===== config.mk =====
export PLATFORM = sky130hd
export DESIGN_NAME = i2c_master_byte_engine_top
export DESIGN_NICKNAME = d
export VERILOG_FILES = /design/src/hdl/i2cm_pkg.sv /design/src/hdl/i2cm_front.sv /design/src/hdl/i2cm_queue.sv /design/src/hdl/i2cm_engine.sv /design/src/hdl/i2c_master_byte_engine_top.sv
export SDC_FILE = /design/constraint.sdc
export NUM_CORES = 1
export LEC_CHECK = 0
export BUFFER_PORTS_ARGS = -buffer_cell sky130_fd_sc_hd__buf_2
export CAP_MARGIN = 10
export CORE_UTILIZATION = 40
export CTS_CLUSTER_DIAMETER = 40
export CTS_CLUSTER_SIZE = 28
export DETAILED_ROUTE_END_ITERATION = 7
export HOLD_SLACK_MARGIN = 0.05
export PLACE_DENSITY_LB_ADDON = 0.2
export SKIP_CTS_REPAIR_TIMING = 1
export SYNTH_ARGS = -nofsm -noshare
export SYNTH_HDL_FRONTEND = slang
export SYNTH_SLANG_ARGS = --single-unit

===== constraint.sdc =====
create_clock -name clk -period 5.1 [get_ports clk]
set_clock_uncertainty 0.1 [all_clocks]
set_input_delay 0.255 -clock clk [delete_from_list [all_inputs] [get_ports clk]]
set_output_delay 0.255 -clock clk [all_outputs]
set_load 0.005 [all_outputs]

===== src/hdl/i2cm_pkg.sv =====
// Shared types, codes and constants of the I2C master byte engine.
package i2cm_pkg;

  // Register map and reset values
  localparam int unsigned CFG_ADDR_W       = 3;
  localparam int unsigned CFG_DATA_W       = 32;
  localparam int unsigned TICK_W           = 16;
  localparam logic [TICK_W-1:0] HALF_RESET = 16'd1200;
  localparam logic [TICK_W-1:0] ACK_RESET  = 16'd1800;

  // Register indexes
  typedef enum logic {
    REG_HALF_PERIOD = 1'b0,
    REG_ACK_PERIOD  = 1'b1
  } reg_idx_t;

  // Opcodes on the input channel
  typedef enum logic [2:0] {
    OP_TICK  = 3'd0,
    OP_START = 3'd1,
    OP_STOP  = 3'd2,
    OP_WRITE = 3'd3,
    OP_READ  = 3'd4
  } op_t;

  // Classified command carried through the queue
  typedef enum logic [2:0] {
    CMD_TICK,
    CMD_START,
    CMD_STOP,
    CMD_WRITE,
    CMD_READ
  } cmd_t;

  typedef struct packed {
    cmd_t       cmd;
    logic [7:0] tx_byte;
    logic       send_ack;
    logic       sda_in;
  } cmd_item_t;

  // Queue status toward the front and back
  typedef struct packed {
    logic full;
    logic valid;
  } queue_status_t;

  // Bus sequencer phases
  typedef enum logic [4:0] {
    PH_IDLE    = 5'd0,
    PH_START1  = 5'd1,
    PH_START2  = 5'd2,
    PH_START3  = 5'd3,
    PH_STOP1   = 5'd4,
    PH_STOP2   = 5'd5,
    PH_STOP3   = 5'd6,
    PH_WBIT_LO = 5'd7,
    PH_WBIT_HI = 5'd8,
    PH_WACK_LO = 5'd9,
    PH_WACK_HI = 5'd10,
    PH_RBIT_LO = 5'd11,
    PH_RBIT_HI = 5'd12,
    PH_RBIT_TL = 5'd13,
    PH_RACK_LO = 5'd14,
    PH_RACK_HI = 5'd15
  } phase_t;

  // Result of one step
  typedef struct packed {
    logic       scl_low;
    logic       sda_low;
    logic       busy_res;
    logic [7:0] rx_byte;
    logic       byte_done;
    logic       ack_seen;
    logic       cmd_rejected;
  } result_t;

  localparam int unsigned QUEUE_DEPTH = 4;
  localparam int unsigned QUEUE_AW    = $clog2(QUEUE_DEPTH);

endpackage


===== src/hdl/i2cm_front.sv =====
// Front end: decodes the raw opcode into a command for the queue.
module i2cm_front (
  input  logic [2:0]          in_op,
  input  logic [7:0]          in_tx_byte,
  input  logic                in_send_ack,
  input  logic                in_sda_in,
  output i2cm_pkg::cmd_item_t item
);
  import i2cm_pkg::*;

  // Map opcodes; unused codes act as a plain tick
  always_comb begin
    item.tx_byte  = in_tx_byte;
    item.send_ack = in_send_ack;
    item.sda_in   = in_sda_in;
    case (in_op)
      OP_START: item.cmd = CMD_START;
      OP_STOP:  item.cmd = CMD_STOP;
      OP_WRITE: item.cmd = CMD_WRITE;
      OP_READ:  item.cmd = CMD_READ;
      default:  item.cmd = CMD_TICK;
    endcase
  end

endmodule


===== src/hdl/i2cm_queue.sv =====
// Short command queue between the front end and the bus sequencer.
module i2cm_queue (
  input  logic                    clk,
  input  logic                    rst_n,
  input  logic                    push,
  input  i2cm_pkg::cmd_item_t     push_item,
  input  logic                    pop,
  output i2cm_pkg::cmd_item_t     pop_item,
  output i2cm_pkg::queue_status_t status
);
  import i2cm_pkg::*;

  cmd_item_t           mem [QUEUE_DEPTH];
  logic [QUEUE_AW-1:0] wr_ptr_r, wr_ptr_nxt;
  logic [QUEUE_AW-1:0] rd_ptr_r, rd_ptr_nxt;
  logic [QUEUE_AW:0]   count_r, count_nxt;

  assign status.full  = (count_r == (QUEUE_AW+1)'(QUEUE_DEPTH));
  assign status.valid = (count_r != '0);
  assign pop_item     = mem[rd_ptr_r];

  // Advance pointers and fill count
  always_comb begin
    wr_ptr_nxt = wr_ptr_r + QUEUE_AW'(push);
    rd_ptr_nxt = rd_ptr_r + QUEUE_AW'(pop);
    count_nxt  = count_r + (QUEUE_AW+1)'(push) - (QUEUE_AW+1)'(pop);
  end

  always_ff @(posedge clk) begin
    if (!rst_n) begin
      wr_ptr_r <= '0;
      rd_ptr_r <= '0;
      count_r  <= '0;
    end else begin
      wr_ptr_r <= wr_ptr_nxt;
      rd_ptr_r <= rd_ptr_nxt;
      count_r  <= count_nxt;
    end
  end

  // Store entries
  always_ff @(posedge clk) begin
    if (push) begin
      mem[wr_ptr_r] <= push_item;
    end
  end

endmodule


===== src/hdl/i2cm_engine.sv =====
// Back end: bus sequencer with half-period timer and result register.
module i2cm_engine (
  input  logic                        clk,
  input  logic                        rst_n,
  input  logic [i2cm_pkg::TICK_W-1:0] half_period,
  input  logic [i2cm_pkg::TICK_W-1:0] ack_half_period,
  input  logic                        item_valid,
  input  i2cm_pkg::cmd_item_t         item,
  output logic                        item_pop,
  output logic                        out_valid,
  input  logic                        out_stall,
  output i2cm_pkg::result_t           result
);
  import i2cm_pkg::*;

  phase_t            phase_r, phase_nxt;
  logic [TICK_W-1:0] tick_r, tick_nxt;
  logic [2:0]        bit_r, bit_nxt;
  logic [7:0]        shift_r, shift_nxt;
  logic              ack_choice_r, ack_choice_nxt;
  logic              scl_r, scl_nxt;
  logic              sda_r, sda_nxt;
  logic [7:0]        last_rx_r, last_rx_nxt;
  logic              ack_r, ack_nxt;
  logic              done, rejected;
  logic              out_valid_r;
  result_t           result_r;
  logic [TICK_W-1:0] limit;
  logic [TICK_W:0]   tick_inc;
  logic              fire;

  // Take an item when the result register is free or being emptied
  assign fire      = item_valid && (!out_valid_r || !out_stall);
  assign item_pop  = fire;
  assign out_valid = out_valid_r;
  assign result    = result_r;

  assign limit    = (phase_r == PH_WACK_LO || phase_r == PH_WACK_HI) ?
                    ack_half_period : half_period;
  assign tick_inc = {1'b0, tick_r} + {{TICK_W{1'b0}}, 1'b1};

  // Next state for one step
  always_comb begin
    phase_nxt      = phase_r;
    tick_nxt       = tick_r;
    bit_nxt        = bit_r;
    shift_nxt      = shift_r;
    ack_choice_nxt = ack_choice_r;
    scl_nxt        = scl_r;
    sda_nxt        = sda_r;
    last_rx_nxt    = last_rx_r;
    ack_nxt        = ack_r;
    done           = 1'b0;
    rejected       = (item.cmd != CMD_TICK) && (phase_r != PH_IDLE);

    if (item.cmd != CMD_TICK && phase_r == PH_IDLE) begin
      // Launch a new sequence
      tick_nxt = '0;
      case (item.cmd)
        CMD_START: begin
          sda_nxt   = 1'b0;
          scl_nxt   = 1'b0;
          phase_nxt = PH_START1;
        end
        CMD_STOP: begin
          sda_nxt   = 1'b1;
          phase_nxt = PH_STOP1;
        end
        CMD_WRITE: begin
          shift_nxt = item.tx_byte;
          bit_nxt   = 3'd7;
          sda_nxt   = ~item.tx_byte[7];
          phase_nxt = PH_WBIT_LO;
        end
        default: begin
          ack_choice_nxt = item.send_ack;
          shift_nxt      = '0;
          bit_nxt        = 3'd7;
          sda_nxt        = 1'b0;
          phase_nxt      = PH_RBIT_LO;
        end
      endcase
    end else if (phase_r != PH_IDLE) begin
      // Count one tick; act at the end of the half period
      tick_nxt = tick_inc[TICK_W-1:0];
      if (tick_inc >= {1'b0, limit}) begin
        tick_nxt = '0;
        case (phase_r)
          PH_START1: begin
            sda_nxt   = 1'b1;
            phase_nxt = PH_START2;
          end
          PH_START2: begin
            scl_nxt   = 1'b1;
            phase_nxt = PH_START3;
          end
          PH_STOP1: begin
            scl_nxt   = 1'b0;
            phase_nxt = PH_STOP2;
          end
          PH_STOP2: begin
            sda_nxt   = 1'b0;
            phase_nxt = PH_STOP3;
          end
          PH_WBIT_LO: begin
            scl_nxt   = 1'b0;
            phase_nxt = PH_WBIT_HI;
          end
          PH_WBIT_HI: begin
            scl_nxt = 1'b1;
            if (bit_r != 3'd0) begin
              bit_nxt   = bit_r - 3'd1;
              sda_nxt   = ~shift_r[bit_r - 3'd1];
              phase_nxt = PH_WBIT_LO;
            end else begin
              sda_nxt   = 1'b0;
              phase_nxt = PH_WACK_LO;
            end
          end
          PH_WACK_LO: begin
            scl_nxt   = 1'b0;
            phase_nxt = PH_WACK_HI;
          end
          PH_WACK_HI: begin
            ack_nxt   = item.sda_in;
            scl_nxt   = 1'b1;
            done      = 1'b1;
            phase_nxt = PH_IDLE;
          end
          PH_RBIT_LO: begin
            scl_nxt   = 1'b0;
            phase_nxt = PH_RBIT_HI;
          end
          PH_RBIT_HI: begin
            shift_nxt = {shift_r[6:0], item.sda_in};
            scl_nxt   = 1'b1;
            phase_nxt = PH_RBIT_TL;
          end
          PH_RBIT_TL: begin
            if (bit_r != 3'd0) begin
              bit_nxt   = bit_r - 3'd1;
              phase_nxt = PH_RBIT_LO;
            end else begin
              sda_nxt   = ack_choice_r;
              phase_nxt = PH_RACK_LO;
            end
          end
          PH_RACK_LO: begin
            scl_nxt   = 1'b0;
            phase_nxt = PH_RACK_HI;
          end
          PH_RACK_HI: begin
            scl_nxt     = 1'b1;
            sda_nxt     = 1'b0;
            last_rx_nxt = shift_r;
            done        = 1'b1;
            phase_nxt   = PH_IDLE;
          end
          default: phase_nxt = PH_IDLE;
        endcase
      end
    end
  end

  // Hold sequencer state; update on each taken item
  always_ff @(posedge clk) begin
    if (!rst_n) begin
      phase_r      <= PH_IDLE;
      tick_r       <= '0;
      bit_r        <= '0;
      shift_r      <= '0;
      ack_choice_r <= 1'b0;
      scl_r        <= 1'b0;
      sda_r        <= 1'b0;
      last_rx_r    <= '0;
      ack_r        <= 1'b0;
      out_valid_r  <= 1'b0;
    end else begin
      if (fire) begin
        phase_r      <= phase_nxt;
        tick_r       <= tick_nxt;
        bit_r        <= bit_nxt;
        shift_r      <= shift_nxt;
        ack_choice_r <= ack_choice_nxt;
        scl_r        <= scl_nxt;
        sda_r        <= sda_nxt;
        last_rx_r    <= last_rx_nxt;
        ack_r        <= ack_nxt;
      end
      if (fire) begin
        out_valid_r <= 1'b1;
      end else if (!out_stall) begin
        out_valid_r <= 1'b0;
      end
    end
  end

  // Load the result register
  always_ff @(posedge clk) begin
    if (fire) begin
      result_r.scl_low      <= scl_nxt;
      result_r.sda_low      <= sda_nxt;
      result_r.busy_res     <= (phase_nxt != PH_IDLE);
      result_r.rx_byte      <= last_rx_nxt;
      result_r.byte_done    <= done;
      result_r.ack_seen     <= ack_nxt;
      result_r.cmd_rejected <= rejected;
    end
  end

endmodule


===== src/hdl/i2c_master_byte_engine_top.sv =====
// Top level of the I2C master byte engine: register port, front end, queue, sequencer.
//
//  channel  | handshake               | payload
//  ---------+-------------------------+--------------------------------------------
//  in_      | in_valid / in_stall     | op, tx_byte, send_ack, sda_in
//  out_     | out_valid / out_stall   | scl_low, sda_low, busy_res, rx_byte,
//           |                         | byte_done, ack_seen, cmd_rejected
//  config   | psel/penable/pwrite     | paddr 0: half period, 4: ACK half period
//
// One transaction in, one result out, one per cycle sustained while out_stall is low;
// each passes the queue write, then the sequencer step into the result register.
// The rate is set by the sequencer state update.
// rst_n is synchronous: the queue empties, the sequencer goes idle and the
// half-period registers return to 1200 and 1800 ticks.
// out_stall holds the result register; the four-entry queue absorbs input until full,
// then in_stall rises.
module i2c_master_byte_engine_top (
  input  logic                                clk,
  input  logic                                rst_n,
  input  logic                                in_valid,
  output logic                                in_stall,
  input  logic [2:0]                          in_op,
  input  logic [7:0]                          in_tx_byte,
  input  logic                                in_send_ack,
  input  logic                                in_sda_in,
  output logic                                out_valid,
  input  logic                                out_stall,
  output logic                                out_scl_low,
  output logic                                out_sda_low,
  output logic                                out_busy_res,
  output logic [7:0]                          out_rx_byte,
  output logic                                out_byte_done,
  output logic                                out_ack_seen,
  output logic                                out_cmd_rejected,
  input  logic                                psel,
  input  logic                                penable,
  input  logic                                pwrite,
  input  logic [i2cm_pkg::CFG_ADDR_W-1:0]     paddr,
  input  logic [i2cm_pkg::CFG_DATA_W-1:0]     pwdata,
  output logic [i2cm_pkg::CFG_DATA_W-1:0]     prdata,
  output logic                                pready
);
  import i2cm_pkg::*;

  logic [TICK_W-1:0] half_r, ack_half_r;
  reg_idx_t          reg_idx;
  logic              cfg_wr;
  cmd_item_t         front_item, queue_item;
  queue_status_t     q_status;
  logic              push, pop;
  result_t           result;

  // Register port
  assign pready  = 1'b1;
  assign reg_idx = reg_idx_t'(paddr[2]);
  assign cfg_wr  = psel && penable && pwrite;
  assign prdata  = (reg_idx == REG_ACK_PERIOD) ?
                   {{(CFG_DATA_W-TICK_W){1'b0}}, ack_half_r} :
                   {{(CFG_DATA_W-TICK_W){1'b0}}, half_r};

  always_ff @(posedge clk) begin
    if (!rst_n) begin
      half_r     <= HALF_RESET;
      ack_half_r <= ACK_RESET;
    end else if (cfg_wr) begin
      case (reg_idx)
        REG_HALF_PERIOD: half_r     <= pwdata[TICK_W-1:0];
        REG_ACK_PERIOD:  ack_half_r <= pwdata[TICK_W-1:0];
        default:         half_r     <= half_r;
      endcase
    end
  end

  // Accept transactions while the queue has room
  assign in_stall = q_status.full;
  assign push     = in_valid && !q_status.full;

  i2cm_front u_front (
    .in_op       (in_op),
    .in_tx_byte  (in_tx_byte),
    .in_send_ack (in_send_ack),
    .in_sda_in   (in_sda_in),
    .item        (front_item)
  );

  i2cm_queue u_queue (
    .clk       (clk),
    .rst_n     (rst_n),
    .push      (push),
    .push_item (front_item),
    .pop       (pop),
    .pop_item  (queue_item),
    .status    (q_status)
  );

  i2cm_engine u_engine (
    .clk             (clk),
    .rst_n           (rst_n),
    .half_period     (half_r),
    .ack_half_period (ack_half_r),
    .item_valid      (q_status.valid),
    .item            (queue_item),
    .item_pop        (pop),
    .out_valid       (out_valid),
    .out_stall       (out_stall),
    .result          (result)
  );

  assign out_scl_low      = result.scl_low;
  assign out_sda_low      = result.sda_low;
  assign out_busy_res     = result.busy_res;
  assign out_rx_byte      = result.rx_byte;
  assign out_byte_done    = result.byte_done;
  assign out_ack_seen     = result.ack_seen;
  assign out_cmd_rejected = result.cmd_rejected;

endmodule


==> flow_summary.json, run 1 <==
{
  "crit_path_frequent_cell": "buf_4",
  "vdd_drop_max_mv": 0.233,
  "firstDrtPassIters": 5,
  "cp-end-kind": "register",
  "hold_violations": 0,
  "floorplan.initialDensity_pct": 40.7,
  "grt-ovfl-total": 0,
  "syn_area_mm2": 0.00762,
  "synth_edf_count": 66,
  "cpPeakStageDelay_ns": 0.78,
  "cp_num_cells": 12,
  "hold_ws_ns": 0.0555,
  "syn2layout_area_growth_pct": 17.5,
  "report.final.slew_viol_count": 0,
  "drt_iter0_markers": 321,
  "std_cell_rows": 50,
  "rsz0062_at_grt": "false",
  "cts_made_buffers": 17,
  "status": "finished, final reports clean",
  "chipHeight_um": 140,
  "synth.avg_cell_area_um2": 10.2,
  "synth.mux.area_fraction_pct": 12.1,
  "synth.area.top_cells": "edfxtp_1, dfxtp_1, nand2_1, mux4_2, mux2_2",
  "routed_wl_um": 17600,
  "synth_compound_area_share_pct": 11.0,
  "nets": 906,
  "stdcell_count": 1074,
  "start_kind": "register",
  "synth_simple_gate_area_share_pct": 16.8,
  "dieArea_mm2": 0.0196,
  "hold_start": "in_op[0]",
  "yosysTopAreaCell": "edfxtp_1",
  "layout-drive-gt1-share_pct": 19.9,
  "path_max_fanout": 17,
  "cp_slowest_cell": "and4_1",
  "timing.critical_path.required_ns": 5.32,
  "antenna_found_initial": 0,
  "grt_pass1_vias": 5704,
  "period_share_pct": 88.7,
  "dp_hpwl_um": 11800,
  "synth-adder-area-share_pct": 4.04,
  "critical-path-top-delay-family": "simple AND/OR/NAND/NOR gates",
  "clkTransAtPathRegs_ns": 0.07,
  "synth_top_area_share_pct": 26.0,
  "critical_path_arrival_ns": 4.74,
  "drt-wirelength-per-cell_um": 16.4,
  "seq_area_frac_synth_pct": 48.1,
  "via_per_inst": 5.41,
  "crit_type": "register to register",
  "r2r-start": "u_engine.phase_r[3]",
  "crit_buf_inv": 2,
  "ys_ff_latch": 150,
  "track_usage_pct": 18.6,
  "grt_pass1_wl_um": 28600,
  "power_density_mw_per_mm2": 486,
  "ys_warn_count": 0,
  "synth_commonest_cells": "nand2_1, dfxtp_1, edfxtp_1",
  "synth-xor-area-share_pct": 2.64,
  "clock.fmax_mhz": 221,
  "r2r_slack_ns": 0.57,
  "tightest_slew_ns": 1.14,
  "drcViolationCount": 0,
  "setup_viol": 0,
  "antennaDiodeCount": 0,
  "worstHoldPathCells": 2,
  "vias": 5813,
  "reg2reg_depth": 12,
  "synthCells": 747,
  "tns_ns": 0,
  "insertion_delay_ns": 0.43,
  "finalCriticalPeriod_ns": 4.53,
  "relSlewSlack_pct": 23.5,
  "cts_tree": "built",
  "ios": 104,
  "clock_sinks": 150,
  "grt_max_degree": 43,
  "holdCritPathClass": "input port to register",
  "place_ws_ns": 0.733,
  "cap_violations": 0,
  "cts_root_buf": "clkbuf_16",
  "fin_util_pct": 47.9,
  "core_area_mm2": 0.0187,
  "cts_buffer_depth": 2,
  "ant_nets": 0,
  "synthArstFlopShare_pct": 0,
  "r2r_end": "u_engine.tick_r[0]",
  "cts_max_level": 4,
  "post_synth_num_cell_types": 67,
  "leakagePower_uw": 0.00348,
  "synth_ff_type": "dfxtp_1",
  "crit_path_cell_trace": "nor2b_1 -> nand3_1 -> buf_4 -> mux2i_1 -> ha_1 -> a21oi_1 -> a21boi_0 -> o31ai_1 -> and4_1 -> buf_4 -> a31oi_1 -> a311oi_1",
  "die_w_um": 140,
  "gp_congestion": 0.855,
  "synth_top_family_by_area": "simple AND/OR/NAND/NOR gates",
  "place_inst": 1012,
  "port_buffers": 68,
  "synth_most_common_cell": "nand2_1",
  "min_to": "u_queue.mem[0][12]",
  "setup_slack_ns": 0.574
}
[per-layer routing]
metal | up-vias | track usage, % | share of wire [%]
met4 | 0 | 7.35 | 1.9
met3 | 29 | 4.21 | 3.9
met2 | 142 | 32.2 | 51
li1 | 2833 | - | -
met1 | 2809 | 22.6 | 43
met5 | - | 0 | 0
[worst max-delay path by stage]
stage | from | end | slack [ns]
3_5_place_dp | u_engine.phase_r[3] | u_engine.tick_r[0] | 0.73
4_1_cts | u_engine.phase_r[3] | u_engine.tick_r[0] | 0.63
6_report | u_engine.phase_r[3] | u_engine.tick_r[0] | 0.57
5_1_grt | u_engine.phase_r[3] | u_engine.tick_r[0] | 0.27
3_3_place_gp | u_engine.phase_r[3] | u_engine.tick_r[0] | 0.78
2_1_floorplan | u_engine.phase_r[1] | u_engine.result[1] | 1.44
[cells by family after synthesis]
family / Yosys count
buf+inv: 81
mux: 70
xor+xnor: 23
flops: 150
fa+ha+maj: 24
compound gates: 132
other cells: 2
simple gates: 265
[flip-flops by register name, summed over array words and instances (netlist names)]
signal	count
u_queue.count_r	3
u_queue.mem	52
ack_half_r	16
u_engine.shift_r	8
u_engine.phase_r	5
u_engine.ack_r	1
u_engine.ack_choice_r	1
u_engine.tick_r	16
u_engine.last_rx_r	8
u_engine.sda_r	1
u_engine.out_valid	1
half_r	16
u_queue.rd_ptr_r	2
u_queue.wr_ptr_r	2
u_engine.result	14
u_engine.scl_r	1
u_engine.bit_r	3
[per-stage QoR]
stage	cell area, um^2	total power, uW
after CTS	8650	4370
after global routing	8950	4610
after detailed placement	8060	3120
after global placement	8060	3080
after floorplan	7680	2750
final	8950	4350
[area by class of cell]
class                      count  area [um^2]
multi-input combinational    531         3630
sequential                   150         3660
timing repair buffer         106          704
inverter                      21         78.8
clock buffer                  17          425
fill                        1687         9750
tap                          234          293
clock inverter                15          164
[report_power, final]
group | internal [uW] | switching (uW)
registers | 1450 | 186
logic | 578 | 884
clock network | 663 | 589
total | 2690 | 1660
[worst register-to-register path, cell delays in order (launching register included)]
cell	delay [ns]
dfxtp_1	0.66
nor2b_1	0.46
nand3_1	0.21
buf_4	0.28
mux2i_1	0.26
ha_1	0.30
a21oi_1	0.15
a21boi_0	0.10
o31ai_1	0.36
and4_1	0.78
buf_4	0.36
a31oi_1	0.11
a311oi_1	0.30
[placed cells by master, fill, tap and decap left out, types with 8 or more instances in the layout]
cell type	count
nand2_1	125
dfxtp_1	84
buf_2	68
edfxtp_1	66
a21oi_1	56
nand3_1	30
nor2_1	28
mux2i_1	28
mux2_2	27
dlygate4sd3_1	27
o21ai_0	26
ha_1	23
nand4_1	22
inv_1	19
conb_1	17
clkbuf_16	17
xnor2_1	15
mux4_2	15
nor3_1	13
nand2b_1	10
xor2_1	8
buf_4	8
Note: power is estimated with default switching activity, not from simulation.
==> inputs of run 2 (changes only) <==
--- a/config.mk
+++ b/config.mk
@@ -5,6 +5,7 @@
 export SDC_FILE = /design/constraint.sdc
 export NUM_CORES = 1
 export LEC_CHECK = 0
+export ABC_AREA = 1
 export BUFFER_PORTS_ARGS = -buffer_cell sky130_fd_sc_hd__buf_2
 export CAP_MARGIN = 10
 export CORE_UTILIZATION = 40
==> run 2 against run 1 <==
Net effect: count of clock-buffer cells in the layout unchanged; largest cell class unchanged; final cell count up 22%; largest power group unchanged; critical path type unchanged; highest routed layer unchanged; non-clock buffer count down 6; combinational power up 12%; critical path depth up 2; sequential power about the same; sequential share of layout area down 0.30 points; die area up 0.86%.
==> flow_summary.json, run 2 <==
{
  "status": "finished, final reports clean",
  "cp_slowest_cell": "a21oi_2",
  "clock_sinks": 150,
  "cts_made_buffers": 17,
  "core_area_mm2": 0.0188,
  "hold_violations": 0,
  "fillCellCount": 1870,
  "finalCriticalPeriod_ns": 4.08,
  "report.final.slew_viol_count": 0,
  "hold_ws_ns": 0.00382,
  "dieArea_mm2": 0.0198,
  "via_per_inst": 4.93,
  "cpPeakStageDelay_ns": 0.74,
  "dp_hpwl_um": 11800,
  "r2r-start": "u_engine.phase_r[0]",
  "nets": 1137,
  "cap_violations": 0,
  "leakagePower_uw": 0.00387,
  "yosysTopAreaCell": "edfxtp_1",
  "cts_buffer_depth": 2,
  "drt_iter0_markers": 371,
  "clock.fmax_mhz": 245,
  "ys_ff_latch": 150,
  "timing.critical_path.required_ns": 5.17,
  "synth.avg_cell_area_um2": 7.88,
  "cts_root_buf": "clkbuf_16",
  "vdd_drop_max_mv": 0.373,
  "synth_most_common_cell": "nand2_1",
  "place_ws_ns": 1.09,
  "cp-end-kind": "register",
  "crit_path_frequent_cell": "nand2_1",
  "grt_pass1_wl_um": 28700,
  "crit_type": "register to register",
  "ys_warn_count": 0,
  "mostFrequentLayoutCells": "nand2_1, nor2_1, inv_1, o21ai_0, dfxtp_1",
  "chipHeight_um": 141,
  "vias": 6429,
  "critical_path_arrival_ns": 4.14,
  "floorplan.initialDensity_pct": 41.0,
  "crit_path_cell_trace": "inv_1 -> nor2_1 -> inv_1 -> a21oi_2 -> buf_4 -> a21oi_1 -> ha_1 -> nand2_1 -> nor4_1 -> nand4_2 -> nand3_4 -> nand2_1 -> nand2_1 -> nand3_1",
  "synth_top_area_share_pct": 25.8,
  "post_synth_num_cell_types": 44,
  "ant_nets": 0,
  "gp_congestion": 0.897,
  "drt-wirelength-per-cell_um": 13.3,
  "setup_slack_ns": 1.02,
  "rsz0062_at_grt": "false",
  "grt_pass1_vias": 5754,
  "holdCritPathClass": "input port to register",
  "path_max_fanout": 26,
  "final_common_cell": "nand2_1",
  "top_register": "u_queue.mem",
  "cts_max_level": 4,
  "die_w_um": 141,
  "crit_path_start": "u_engine.phase_r[0]",
  "r2r_end": "u_engine.result[12]",
  "insertion_delay_ns": 0.43,
  "antenna_found_initial": 0,
  "routed_wl_um": 17300,
  "std_cell_rows": 50,
  "port_buffers": 68,
  "critical-path-top-delay-family": "simple AND/OR/NAND/NOR gates",
  "min_to": "ack_half_r[6]",
  "crit_buf_inv": 3,
  "synth_commonest_cells": "nand2_1, nor2_1, inv_1",
  "antennaDiodeCount": 0,
  "start_kind": "register",
  "firstDrtPassIters": 5,
  "seq_area_frac_synth_pct": 47.6,
  "synth_ff_type": "dfxtp_1",
  "grt-ovfl-total": 0,
  "reg2reg_depth": 14,
  "stdcell_count": 1305,
  "synthCells": 976,
  "cts_tree": "built",
  "relSlewSlack_pct": 20.8,
  "worstHoldPathCells": 3,
  "track_usage_pct": 18.3,
  "r2r_slack_ns": 1.02,
  "place_inst": 1247,
  "clkTransAtPathRegs_ns": 0.07,
  "power_density_mw_per_mm2": 503,
  "ios": 104,
  "setup_viol": 0,
  "drcViolationCount": 0,
  "largest_reg_flops": 52,
  "synth_edf_count": 66,
  "hold_start": "pwdata[6]",
  "synthArstFlopShare_pct": 0,
  "syn_area_mm2": 0.00769,
  "grt_max_degree": 52,
  "tns_ns": 0,
  "layout-drive-gt1-share_pct": 12.6,
  "period_share_pct": 79.9,
  "tightest_slew_ns": 1.18,
  "synth.area.top_cells": "edfxtp_1, dfxtp_1, nand2_1, o21ai_0, nor2_1",
  "syn2layout_area_growth_pct": 17.3
}
[run 2: per-layer routing]
layer	global-route usage [%]	vias up	wire length, um
met2	27.8	143	7360
met1	26.2	2901	9110
met4	5.15	0	169
met3	3.63	15	689
met5	0	-	0
li1	-	3370	-
[run 2: cell type report]
| class | instances | area (um^2) | area share (%) |
|---|---|---|---|
| flip-flops and latches | 150 | 3660 | 40.6 |
| multi-input cells | 679 | 3410 | 37.9 |
| repair buffers | 100 | 647 | 7.17 |
| clock buffers | 17 | 425 | 4.72 |
| inverters | 110 | 413 | 4.58 |
| well taps | 234 | 293 | 3.25 |
| clock inverters | 15 | 165 | 1.83 |
[run 2: cell families (layout without fill, tap and decap cells)]
| family | count (synthesis) | count (layout) | synth area share (%) |
|---|---|---|---|
| AND/OR/NAND/NOR | 411 | 411 | 22.8 |
| XOR/XNOR | 14 | 14 | 1.59 |
| other | 2 | 17 | 0.0977 |
| AO/OA/AOI/OAI | 213 | 213 | 14.8 |
| flip-flops | 150 | 150 | 47.6 |
| adder cells (fa/ha/maj) | 24 | 24 | 4.00 |
| buffers and inverters | 162 | 242 | 9.06 |
[run 2: through the flow]
step	total power, uW	util, %	instance area, um^2
5_1_grt	4880	48.1	9020
6_report	4540	48.1	9020
2_1_floorplan	2860	-	7740
4_1_cts	4570	46.7	8760
3_5_place_dp	3310	43.5	8170
3_3_place_gp	3290	43.5	8170
[run 2: worst register-to-register path, cell delays in order, from the launching register on]
cell	delay, ns
dfxtp_1	0.44
inv_1	0.06
nor2_1	0.17
inv_1	0.13
a21oi_2	0.74
buf_4	0.32
a21oi_1	0.09
ha_1	0.29
nand2_1	0.08
nor4_1	0.38
nand4_2	0.36
nand3_4	0.38
nand2_1	0.13
nand2_1	0.09
nand3_1	0.07
[run 2: report_power, final]
group	switching, uW	internal, uW
clock network	553	693
logic	1100	535
registers	134	1520
[run 2: worst max path at each step]
stage / to / slack [ns] / cells after the start
after global placement: u_engine.result[11] / 1.10 / 18
after global routing: u_engine.result[11] / 0.59 / 18
after detailed placement: u_engine.result[11] / 1.09 / 19
after CTS: u_engine.result[11] / 1.06 / 19
final: u_engine.result[12] / 1.02 / 14
after floorplan: u_engine.result[11] / 1.90 / 23
